[src/rtl/core/assert_macros.svh]
// Assertion macros for the RTL modules; lzss_back is the one user.
`ifndef ASSERT_MACROS_SVH
`define ASSERT_MACROS_SVH

// Property checked on every rising clock edge outside reset.
`define ASSERT_CHK(lbl, clk, rst, prop) \
   lbl: assert property (@(posedge clk) disable iff (rst) prop) \
      else $error("assertion failed");

// Condition that must never hold outside reset.
`define ASSERT_NEVER(lbl, clk, rst, cond) \
   lbl: assert property (@(posedge clk) disable iff (rst) !(cond)) \
      else $error("forbidden condition seen");

`endif

[src/rtl/core/lzss_pkg.sv]
// Shared types and constants of the LZSS token stream decoder.
`timescale 1ns / 1ps
package lzss_pkg;
   localparam int HISTORY_DEPTH_DEFAULT = 8192;
   localparam int QUEUE_DEPTH = 4;
   localparam int MAX_LEN = 15;
   localparam int DIST_W = 13;
   localparam logic [DIST_W-1:0] DIST_BIAS = DIST_W'(MAX_LEN);

   localparam logic [7:0] TAG_ONE_LIT = 8'h80;
   localparam logic [7:0] TAG_RUN = 8'h00;

   localparam int CSR_AW = 3;
   localparam logic CSR_IDX_OUTPUT_LIMIT = 1'b0;

   typedef struct packed {
      logic        is_copy;
      logic [15:0] data;
   } cmd_type;

   typedef struct packed {
      logic [7:0] out_byte;
      logic       last_of_burst;
      logic       bad_reference;
      logic       limit_reached;
   } rsp_type;
endpackage

[src/rtl/core/lzss_fifo.sv]
// Short command queue between the parser and the copy engine.
`timescale 1ns / 1ps
module lzss_fifo (
   input  logic               clock,
   input  logic               reset,
   input  logic               push,
   input  lzss_pkg::cmd_type  push_cmd,
   input  logic               pop,
   output lzss_pkg::cmd_type  head_cmd,
   output logic               empty,
   output logic               full
);
   localparam int AW = $clog2(lzss_pkg::QUEUE_DEPTH);
   localparam logic [AW-1:0] LAST = AW'(lzss_pkg::QUEUE_DEPTH - 1);
   localparam logic [AW:0] DEPTH_CNT = (AW + 1)'(lzss_pkg::QUEUE_DEPTH);

   lzss_pkg::cmd_type q_ff [lzss_pkg::QUEUE_DEPTH];
   logic [AW-1:0] wr_ff, wr_in, rd_ff, rd_in;
   logic [AW:0]   cnt_ff, cnt_in;
   logic          do_push, do_pop;

   assign empty = (cnt_ff == '0);
   assign full = (cnt_ff == DEPTH_CNT);
   assign do_push = push & ~full;
   assign do_pop = pop & ~empty;
   assign head_cmd = q_ff[rd_ff];

   always_comb begin
      wr_in = wr_ff;
      rd_in = rd_ff;
      cnt_in = cnt_ff;
      if (do_push) begin
         wr_in = (wr_ff == LAST) ? '0 : wr_ff + AW'(1);
      end
      if (do_pop) begin
         rd_in = (rd_ff == LAST) ? '0 : rd_ff + AW'(1);
      end
      if (do_push && !do_pop) begin
         cnt_in = cnt_ff + (AW + 1)'(1);
      end else if (do_pop && !do_push) begin
         cnt_in = cnt_ff - (AW + 1)'(1);
      end
   end

   always_ff @(posedge clock) begin
      if (do_push) begin
         q_ff[wr_ff] <= push_cmd;
      end
   end

   always_ff @(posedge clock) begin
      if (reset) begin
         wr_ff <= '0;
         rd_ff <= '0;
         cnt_ff <= '0;
      end else begin
         wr_ff <= wr_in;
         rd_ff <= rd_in;
         cnt_ff <= cnt_in;
      end
   end
endmodule

[config.mk]
export PLATFORM = sky130hd
export DESIGN_NAME = lzss_fifo
export DESIGN_NICKNAME = d
export VERILOG_FILES = /design/src/rtl/core/assert_macros.svh /design/src/rtl/core/lzss_pkg.sv /design/src/rtl/core/lzss_fifo.sv
export SDC_FILE = /design/constraint.sdc
export NUM_CORES = 1
export LEC_CHECK = 0
export BUFFER_PORTS_ARGS = -buffer_cell sky130_fd_sc_hd__buf_2
export CELL_PAD_IN_SITES_DETAIL_PLACEMENT = 0
export CELL_PAD_IN_SITES_GLOBAL_PLACEMENT = 1
export CORE_MARGIN = 3
export CORE_UTILIZATION = 52
export DETAILED_ROUTE_END_ITERATION = 7
export PLACE_DENSITY = 0.93
export SYNTH_ARGS = -nofsm -noshare
export SYNTH_HDL_FRONTEND = slang
export SYNTH_SLANG_ARGS = --single-unit
export TNS_END_PERCENT = 20
[constraint.sdc]
create_clock -name clock -period 5.7 [get_ports clock]
set_input_delay 0.285 -clock clock [delete_from_list [all_inputs] [get_ports clock]]
set_output_delay 0.285 -clock clock [all_outputs]
set_load 0.005 [all_outputs]
==> impl_metrics.env <==
export IMPL_ioPinCount=40
export IMPL_critical_path_class="flip-flop to output pin"
export IMPL_worstHoldPathType="input port to flip-flop"
export IMPL_die_area_mm2=0.00663
export IMPL_ys_seq_area_frac=0.752
export IMPL_cp_max_fo=17
export IMPL_final_common_cell="edfxtp_1"
export IMPL_gp_congestion=0.701
export IMPL_drt_iter0_drc=104
export IMPL_final_nets=211
export IMPL_synth_edf_count=68
export IMPL_cts_buffers=9
export IMPL_final_cell_mix="68 x edfxtp_1, 39 x buf_2, 17 x mux4_2, 9 x dfxtp_1, 9 x clkbuf_8"
export IMPL_coreArea_mm2=0.00530
export IMPL_status="complete, no violations"
export IMPL_layout_drive_gt1_share=0.394
export IMPL_netlist_instances=139
export IMPL_grt_total_usage=0.171
export IMPL_placement_io_buffers=39
export IMPL_grt_overflow_total=0
export IMPL_dr_total_vias=1410
export IMPL_floorplan_initialDensity=0.558
export IMPL_grt_max_degree=18
export IMPL_cp_cell_sequence="mux4_2 > buf_2"
export IMPL_ys_types=27
export IMPL_clk_path_buf_depth=2
export IMPL_drt_total_wl_mm=4.98
export IMPL_worstMarginPinSlew_ns=1.13
export IMPL_top_layer="met4"
export IMPL_dr_wl_met2_mm=2.61
export IMPL_period_share=0.433
export IMPL_slowest_delay_ns=1.07
export IMPL_setup_tns_ns=0
export IMPL_grt_pass1_wl_mm=7.79
export IMPL_antenna_found_initial=0
export IMPL_endpoint_kind="output pin"
export IMPL_fmax_mhz=406
export IMPL_post_cts_resized=0
export IMPL_rsz0062_at_grt="false"
export IMPL_clk_insertion_delay_late_ns=0.33
export IMPL_met1_length_mm=1.97
export IMPL_cp_top_family="flip-flops"
export IMPL_synth_area_mm2=0.00296
export IMPL_grt_pass1_vias=1534
export IMPL_wl_per_cell_um=19.3
export IMPL_post_cts_buffers=0
export IMPL_die_h_um=81.4
export IMPL_crit_required_ns=5.41
export IMPL_fin_crit_ns=2.47
export IMPL_p_leak_nw=1.18
export IMPL_crit_path_top_delay_cell="dfxtp_1"
export IMPL_syn_num_nets=167
export IMPL_wl_met3_um=300
export IMPL_drc=0
export IMPL_synth_seq_cells=77
export IMPL_max_slew_margin=0.249
export IMPL_synthArstFlopShare=0
export IMPL_ir_worst_vdd_mv=0.241
export IMPL_dp_hpwl_mm=3.33
export IMPL_powerDensity_mw_per_mm2=402
export IMPL_fin_hold_ws_ns=0.164
export IMPL_cts_tree="yes"
export IMPL_drtPass1Iterations=4
export IMPL_final_hold_violation_count=0
export IMPL_antenna_cells=0
export IMPL_die_w_um=81.4
export IMPL_yosysWarnings=0
export IMPL_crit_buf_inv=1
export IMPL_cts_sinks=77
export IMPL_h_tree_depth=3
export IMPL_syn2layout_area_growth_pct=13.4
export IMPL_avgSynthCellArea_um2=21.3
export IMPL_postCtsHoldBufs=0
export IMPL_drv_slew=0
export IMPL_skew_ns=0.00439
export IMPL_startpoint_type="flip-flop"
export IMPL_cts_root_buf="clkbuf_8"
export IMPL_worstPathArrival_ns=2.18
export IMPL_vias_per_cell=5.47
export IMPL_setup_viol=0
export IMPL_maxCapViolations=0
export IMPL_rows=26
export IMPL_synth_main_ff_cell="edfxtp_1"
export IMPL_clkTransAtPathRegs_ns=0.07
export IMPL_postRouteAntennaNets=0
[cell usage after synthesis (3+ instances only)]
cell type / count / area (µm²)
a21oi_1: 3 / 15.0
and3_1: 4 / 25.0
dfxtp_1: 9 / 180
edfxtp_1: 68 / 2040
ha_1: 6 / 75.1
inv_1: 3 / 11.3
mux4_2: 17 / 383
nor2_1: 3 / 11.3
[area by class of cell]
class | count | area [µm²]
multi-input cells | 51 | 653
well taps | 70 | 87.6
clock buffers | 10 | 128
fillers | 368 | 1950
flip-flops and latches | 77 | 2220
inverters | 5 | 37.5
clock inverters | 6 | 30.0
repair buffers | 39 | 195
[cell families (layout without fill, tap and decap cells)]
family	after synthesis	after routing	share of synthesized area
fa+ha+maj	7	7	0.0322
flops	77	77	0.752
xor+xnor	2	2	0.00593
mux	19	19	0.136
buf+inv	11	60	0.0275
compound gates	7	7	0.0169
simple gates	16	16	0.0296
[through the flow]
stage	cells	area [µm²]	power, mW	setup slack, ns	util
2_1_floorplan	139	2960	0.935	3.64	-
3_3_place_gp	242	3200	1.02	3.52	0.603
3_5_place_dp	242	3200	1.04	3.38	0.603
4_1_cts	258	3350	1.37	3.13	0.632
5_1_grt	258	3350	1.42	3.01	0.632
6_report	258	3350	1.35	3.23	0.632
[layer usage]
| layer | vias to the layer above | GRT usage |
|---|---|---|
| li1 | 645 | - |
| met1 | 712 | 0.200 |
| met2 | 44 | 0.270 |
| met3 | 9 | 0.0654 |
| met4 | 0 | 0.0997 |
| met5 | - | 0 |
[sequential cells by signal (all words and copies together) (netlist names), named ones only]
register  flops
cnt_ff        3
q_ff         68
rd_ff         2
wr_ff         2
[where the power goes]
part | switching, mW | internal [mW] | total, mW
clock network | 0.173 | 0.153 | 0.326
logic | 0.123 | 0.156 | 0.279
registers | 0.0580 | 0.685 | 0.743
total | 0.354 | 0.994 | 1.35
[worst paths after layout]
check,from,endpoint,slack [ns],cells past startpoint
worst max-delay path,flip-flop,head_cmd[14],3.23,2
worst min-delay path,push_cmd[5],q_ff[3][5],0.16,1
worst max register to register,cnt_ff[0],cnt_ff[2],3.32,9
worst min register to register,rd_ff[0],rd_ff[0],0.50,2
No activity file was read; power rests on OpenSTA's default activity.
