`src/rtl/core/assert_macros.svh`:
```
// Assertion macros for the RTL modules; lzss_back is the one user.
`ifndef ASSERT_MACROS_SVH
`define ASSERT_MACROS_SVH

// Property checked on every rising clock edge outside reset.
`define ASSERT_CHK(lbl, clk, rst, prop) \
   lbl: assert property (@(posedge clk) disable iff (rst) prop) \
      else $error("assertion failed");

// Condition that must never hold outside reset.
`define ASSERT_NEVER(lbl, clk, rst, cond) \
   lbl: assert property (@(posedge clk) disable iff (rst) !(cond)) \
      else $error("forbidden condition seen");

`endif

```
`src/rtl/core/lzss_pkg.sv`:
```
// Shared types and constants of the LZSS token stream decoder.
`timescale 1ns / 1ps
package lzss_pkg;
   localparam int HISTORY_DEPTH_DEFAULT = 8192;
   localparam int QUEUE_DEPTH = 4;
   localparam int MAX_LEN = 15;
   localparam int DIST_W = 13;
   localparam logic [DIST_W-1:0] DIST_BIAS = DIST_W'(MAX_LEN);

   localparam logic [7:0] TAG_ONE_LIT = 8'h80;
   localparam logic [7:0] TAG_RUN = 8'h00;

   localparam int CSR_AW = 3;
   localparam logic CSR_IDX_OUTPUT_LIMIT = 1'b0;

   typedef struct packed {
      logic        is_copy;
      logic [15:0] data;
   } cmd_type;

   typedef struct packed {
      logic [7:0] out_byte;
      logic       last_of_burst;
      logic       bad_reference;
      logic       limit_reached;
   } rsp_type;
endpackage

```
`src/rtl/core/lzss_front.sv`:
```
// Token parser: turns stream bytes into literal and copy commands.
`timescale 1ns / 1ps
module lzss_front (
   input  logic               clock,
   input  logic               reset,
   input  logic               req_valid,
   output logic               req_stall,
   input  logic [7:0]         in_byte,
   input  logic               end_of_input,
   input  logic               queue_full,
   output logic               push,
   output lzss_pkg::cmd_type  push_cmd
);
   localparam logic [2:0] PH_TAG     = 3'd0;
   localparam logic [2:0] PH_ONE_LIT = 3'd1;
   localparam logic [2:0] PH_COUNT   = 3'd2;
   localparam logic [2:0] PH_RUN     = 3'd3;
   localparam logic [2:0] PH_CODE_HI = 3'd4;

   logic [2:0] phase_ff, phase_in;
   logic [7:0] code_lo_ff, code_lo_in;
   logic [8:0] run_ff, run_in;
   logic [8:0] run_dec;
   logic       accept;

   assign req_stall = queue_full;
   assign accept = req_valid & ~queue_full;
   assign run_dec = (run_ff != 9'd0) ? run_ff - 9'd1 : run_ff;

   always_comb begin
      phase_in = phase_ff;
      code_lo_in = code_lo_ff;
      run_in = run_ff;
      push = 1'b0;
      push_cmd.is_copy = 1'b0;
      push_cmd.data = {8'd0, in_byte};
      if (accept) begin
         unique case (phase_ff)
            PH_ONE_LIT: begin
               push = 1'b1;
               phase_in = PH_TAG;
            end
            PH_COUNT: begin
               run_in = {1'b0, in_byte} + 9'd1;
               phase_in = PH_RUN;
            end
            PH_RUN: begin
               push = 1'b1;
               run_in = run_dec;
               if (run_dec == 9'd0) begin
                  phase_in = PH_TAG;
               end
            end
            PH_CODE_HI: begin
               push = 1'b1;
               push_cmd.is_copy = 1'b1;
               push_cmd.data = {in_byte, code_lo_ff};
               code_lo_in = 8'd0;
               phase_in = PH_TAG;
            end
            default: begin
               if (in_byte == lzss_pkg::TAG_ONE_LIT) begin
                  phase_in = PH_ONE_LIT;
               end else if (in_byte == lzss_pkg::TAG_RUN) begin
                  phase_in = PH_COUNT;
               end else begin
                  code_lo_in = in_byte;
                  phase_in = PH_CODE_HI;
               end
            end
         endcase
         if (end_of_input) begin
            phase_in = PH_TAG;
            code_lo_in = 8'd0;
            run_in = 9'd0;
         end
      end
   end

   always_ff @(posedge clock) begin
      if (reset) begin
         phase_ff <= PH_TAG;
         code_lo_ff <= 8'd0;
         run_ff <= 9'd0;
      end else begin
         phase_ff <= phase_in;
         code_lo_ff <= code_lo_in;
         run_ff <= run_in;
      end
   end
endmodule

```
`config.mk`:
```
export PLATFORM = sky130hd
export DESIGN_NAME = lzss_front
export DESIGN_NICKNAME = d
export VERILOG_FILES = /design/src/rtl/core/assert_macros.svh /design/src/rtl/core/lzss_pkg.sv /design/src/rtl/core/lzss_front.sv
export SDC_FILE = /design/constraint.sdc
export NUM_CORES = 1
export LEC_CHECK = 0
export BUFFER_PORTS_ARGS = -buffer_cell sky130_fd_sc_hd__buf_2
export CAP_MARGIN = 20
export CORE_AREA = 3 3 66 83
export DETAILED_ROUTE_END_ITERATION = 16
export DIE_AREA = 0 0 69 86
export PLACE_DENSITY = 0.52
export SETUP_SLACK_MARGIN = 0.1
export SYNTH_ARGS = -nofsm -noshare
export SYNTH_HDL_FRONTEND = slang
export SYNTH_SLANG_ARGS = --single-unit
export TNS_END_PERCENT = 50
```
`constraint.sdc`:
```
create_clock -name clock -period 2.38 [get_ports clock]
set_input_delay 0.238 -clock clock [delete_from_list [all_inputs] [get_ports clock]]
set_output_delay 0.238 -clock clock [all_outputs]
set_load 0.05 [all_outputs]
```
==> impl_results.html <==
<table>
<tr><th>Metric</th><th>Value</th></tr>
<tr><th colspan="2">Run status</th></tr>
<tr><td>Run status</td><td>finished clean</td></tr>
<tr><th colspan="2">Clock tree</th></tr>
<tr><td>Insertion delay of the later-clocked pin in the worst-skew pair</td><td>approximately 0.26 ns</td></tr>
<tr><td>Setup fix buffers added after clock tree synthesis</td><td>0</td></tr>
<tr><td>Post-cts sizing count</td><td>0</td></tr>
<tr><td>Max H-tree Level</td><td>1</td></tr>
<tr><td>Post-cts hold buffer count</td><td>0</td></tr>
<tr><td>Buffer levels on the longest clock path</td><td>2</td></tr>
<tr><td>CTS root buf</td><td>clkbuf_8</td></tr>
<tr><td>TritonCTS clock tree</td><td>yes</td></tr>
<tr><td>Clock transition at the registers of the reported paths</td><td>0.08 ns</td></tr>
<tr><td>Number of buffers created by CTS</td><td>3</td></tr>
<tr><td>Clock net sink count</td><td>20</td></tr>
<tr><th colspan="2">Final layout</th></tr>
<tr><td>Multi-input combinational cell area</td><td>about 0.0011 mm^2</td></tr>
<tr><td>Most frequent standard cell in the layout excluding fill and tap cells</td><td>buf_2</td></tr>
<tr><td>Antenna Diode Count</td><td>0</td></tr>
<tr><td>Synth-to-Final Area Change</td><td>14.56%</td></tr>
<tr><td>Number of filler instances in the final layout</td><td>around 520</td></tr>
<tr><td>Proportion of layout cells with a drive suffix above 1</td><td>between 20% and 30%</td></tr>
<tr><td>Final-stage net count</td><td>261</td></tr>
<tr><td>FF/Latch Area</td><td>400.4 um^2</td></tr>
<tr><td>Highest-count cells in the layout ignoring fill and taps</td><td>31 x buf_2, 26 x nand2_1, 21 x nand3_1</td></tr>
<tr><th colspan="2">Synth</th></tr>
<tr><td>Cell count after synthesis</td><td>roughly 220</td></tr>
<tr><td>Net Count, Synth</td><td>around 230</td></tr>
<tr><td>Synth top area cells</td><td>dfxtp_1 24%, nand3_1 6.4%, nand2_1 5.9%, mux2_2 4.1%, a21oi_1 3.7%</td></tr>
<tr><td>Post-synthesis sequential element count</td><td>20</td></tr>
<tr><td>Yosys warning total</td><td>0</td></tr>
<tr><td>Adder-cell area share of the yosys netlist</td><td>2.896%</td></tr>
<tr><td>Synthesized-area fraction occupied by ao, oa, aoi and oai cells</td><td>roughly a fifth</td></tr>
<tr><td>Largest family of logic cells by synthesized area</td><td>simple AND/OR/NAND/NOR gates</td></tr>
<tr><td>Most used flip-flop cell after synthesis</td><td>dfxtp_1</td></tr>
<tr><td>Number of flops mapped to enable cells by yosys</td><td>0</td></tr>
<tr><td>Post-synthesis instance area</td><td>0.001642 mm^2</td></tr>
<tr><td>Async set-reset flop share out of synthesis</td><td>0%</td></tr>
<tr><td>Per-instance average area after synthesis</td><td>approximately 7.5 um^2</td></tr>
<tr><td>Portion of synthesized cell area occupied by the leading cell type</td><td>around a quarter</td></tr>
<tr><td>Count of distinct cell types in the synthesized netlist</td><td>48</td></tr>
<tr><td>Synth Area in XOR/XNOR</td><td>between 5 and 6%</td></tr>
<tr><td>Multiplexer fraction of the synthesized cell area</td><td>around 7%</td></tr>
<tr><td>Post-synthesis simple-gate area fraction</td><td>a little under a third</td></tr>
<tr><td>Yosys top cell by area</td><td>dfxtp_1</td></tr>
<tr><td>Fraction of the yosys area taken by sequential cells</td><td>24.39%</td></tr>
<tr><th colspan="2">Critical path</th></tr>
<tr><td>Crit path arrival time</td><td>1.88 ns</td></tr>
<tr><td>Worst Setup End Kind</td><td>primary output</td></tr>
<tr><td>Critical Path Start Type</td><td>flop</td></tr>
<tr><td>Slack of the worst reg-to-reg path</td><td>approximately 0.27 ns</td></tr>
<tr><td>Critical path data required time</td><td>~2.1 ns</td></tr>
<tr><td>Kind of critical path</td><td>flop to primary output</td></tr>
<tr><td>Largest driver fanout on the critical path</td><td>17</td></tr>
<tr><th colspan="2">Worst hold path</th></tr>
<tr><td>Worst min-delay path class</td><td>primary input to flop</td></tr>
<tr><th colspan="2">Pwr</th></tr>
<tr><td>Maximum resistive drop on vdd</td><td>183.2 uV</td></tr>
<tr><td>Clock power share</td><td>27.8%</td></tr>
<tr><td>P_leak</td><td>roughly 0.76 nW</td></tr>
<tr><td>Power share of the combinational group</td><td>28.4%</td></tr>
<tr><td>Switching component of the power</td><td>0.2692 mW</td></tr>
<tr><td>Switching power share of the total</td><td>between 30% and 40%</td></tr>
<tr><td>Portion of total power attributed to sequential cells</td><td>43.8%</td></tr>
<tr><td>Internal portion of total power</td><td>between 0.5 and 0.6 mW</td></tr>
<tr><td>Power density relative to cell area</td><td>around 430 mW/mm^2</td></tr>
<tr><th colspan="2">Global route</th></tr>
<tr><td>Number of global-route vias before repair</td><td>1492</td></tr>
<tr><td>Met2 layer usage reported by global route</td><td>26.48%</td></tr>
<tr><td>Global route hottest layer</td><td>met2</td></tr>
<tr><td>Wire length of the first global-routing pass</td><td>7127 um</td></tr>
<tr><td>Largest net degree at the start of global routing</td><td>18</td></tr>
<tr><td>Total Routing Usage GR</td><td>14.29%</td></tr>
<tr><td>Grt ovf</td><td>0</td></tr>
<tr><td>Global Route met3 Usage</td><td>under 10%</td></tr>
<tr><td>Global routing usage on met1</td><td>~17%</td></tr>
<tr><td>Number of antenna violations at the first check in global routing</td><td>0</td></tr>
<tr><th colspan="2">Routing</th></tr>
<tr><td>Wire length per cell after detailed routing</td><td>14.12 um</td></tr>
<tr><td>Vias after detailed routing</td><td>1608</td></tr>
<tr><td>Initial drt markers</td><td>between 80 and 90</td></tr>
<tr><td>Routed via count divided by cell count</td><td>5.307</td></tr>
<tr><td>Final wirelength</td><td>~4300 um</td></tr>
<tr><td>Drc violations</td><td>0</td></tr>
<tr><td>DRT antenna net count</td><td>0</td></tr>
<tr><td>DR pass1 iterations</td><td>4</td></tr>
<tr><th colspan="2">Floorplan</th></tr>
<tr><td>Row count</td><td>28</td></tr>
<tr><td>Core region area</td><td>~0.0048 mm^2</td></tr>
<tr><td>Full die area</td><td>approximately 0.0059 mm^2</td></tr>
<tr><td>Number of primary I/O pins</td><td>32</td></tr>
<tr><td>Initial standard-cell utilization of the core</td><td>34.45%</td></tr>
<tr><td>Die Y-Extent</td><td>around 86 um</td></tr>
<tr><td>Chip Width</td><td>between 60 and 70 um</td></tr>
<tr><th colspan="2">STA</th></tr>
<tr><td>Least-Margin Pin Slew</td><td>between 0.3 and 0.4 ns</td></tr>
<tr><td>Unrepaired setup endpoints after global routing</td><td>false</td></tr>
<tr><td>Time the worst path needs with I/O delays and setup</td><td>approximately 2.1 ns</td></tr>
<tr><td>Min setup slack post-route</td><td>about 0.26 ns</td></tr>
<tr><td>Period Utilization, post-route</td><td>about nine tenths</td></tr>
<tr><td>Maximum clock frequency</td><td>471.5 MHz</td></tr>
<tr><td>Worst clock skew</td><td>between 0.003 and 0.004 ns</td></tr>
<tr><td>Final Max Tran Viols</td><td>0</td></tr>
<tr><td>Worst slew margin</td><td>~75%</td></tr>
<tr><td>Number of failing hold endpoints at the final stage</td><td>0</td></tr>
<tr><td>Final setup TNS</td><td>0 ns</td></tr>
<tr><td>Final setup violating endpoints</td><td>0</td></tr>
<tr><th colspan="2">Placement</th></tr>
<tr><td>Quantity of I/O buffers inserted on ports</td><td>31</td></tr>
<tr><td>Routability cong.</td><td>0.9086</td></tr>
<tr><td>Worst setup slack before clock tree synthesis</td><td>0.2664 ns</td></tr>
<tr><td>Placed wire-length estimate after detailed placement</td><td>between 3000 and 4000 um</td></tr>
<tr><th colspan="2">Run</th></tr>
<tr><td>Number of maximum-capacitance constraint violations</td><td>0</td></tr>
</table>
==> power groups by stage <==
stage | logic (mW) | clock network (mW) | registers [mW]
final | 0.229 | 0.224 | 0.353
after global routing | 0.248 | 0.246 | 0.354
after CTS | 0.230 | 0.234 | 0.352
after detailed placement | 0.228 | 0 | 0.360
after global placement | 0.230 | 0 | 0.360
after floorplan | 0.173 | 0 | 0.355
==> path summary, 6_finish.rpt <==
check	end	startpoint	depth (start not counted)
setup / recovery	push_cmd[4]	phase_ff[0]	6
hold / removal	run_ff[7]	reset	2
setup reg to reg	phase_ff[2]	run_ff[0]	7
hold reg to reg	code_lo_ff[4]	code_lo_ff[4]	2
==> worst max-delay path, cell delays in order, from the launching register on <==
cell     delay, ns
dfxtp_1       0.39
nor2_1        0.16
nand2_1       0.16
nor2_1        0.13
buf_4         0.22
mux2_2        0.35
buf_2         0.21
==> cells in the mapped netlist (3+ instances only) <==
library cell	count
xor2_1	6
xnor2_1	5
nand2b_1	3
dfxtp_1	20
nor3_1	4
mux2i_1	5
and2_1	6
a21oi_1	12
nand2_1	26
and3_1	6
o21ai_0	11
a211o_1	3
nor2_1	14
mux2_2	6
inv_1	10
o21ai_1	8
nand3_1	21
clkbuf_1	9
ha_1	3
==> flip-flops by register name (all words and copies together) (netlist names) <==
signal	cells
code_lo_ff	8
phase_ff	3
run_ff	9
==> final cells by class <==
| class | count | area share [%] |
|---|---|---|
| sequential | 20 | 21.29 |
| inverter | 10 | 1.996 |
| clock buffer | 3 | 2.196 |
| tap | 60 | 3.992 |
| multi-input combinational | 172 | 59.48 |
| timing repair buffer | 38 | 11.04 |
==> cell families (layout without fill, tap and decap cells) <==
| group | count (synthesis) | in the layout |
|---|---|---|
| XOR/XNOR | 11 | 11 |
| flip-flops | 20 | 20 |
| AO/OA/AOI/OAI | 50 | 50 |
| multiplexers | 11 | 11 |
| buffers and inverters | 26 | 51 |
| AND/OR/NAND/NOR | 96 | 96 |
| adder cells (fa/ha/maj) | 4 | 4 |
==> layer usage <==
layer	wire [um]	share of wire, %
met4	46	1.1
met5	0	0
met3	126	2.9
met1	1934	45
met2	2171	51
==> metrics by stage <==
step	hold slack (ns)	instances	utilization, %	power, mW	area [um^2]
after floorplan	0.3754	218	-	0.5276	1643
after global placement	0.4367	300	38.60	0.5898	1839
after detailed placement	0.4424	300	38.60	0.5883	1839
after CTS	0.2551	303	39.47	0.8168	1881
after global routing	0.2628	303	39.47	0.8478	1881
final	0.2529	303	39.47	0.8054	1881
(Power assumes the default switching activity.)
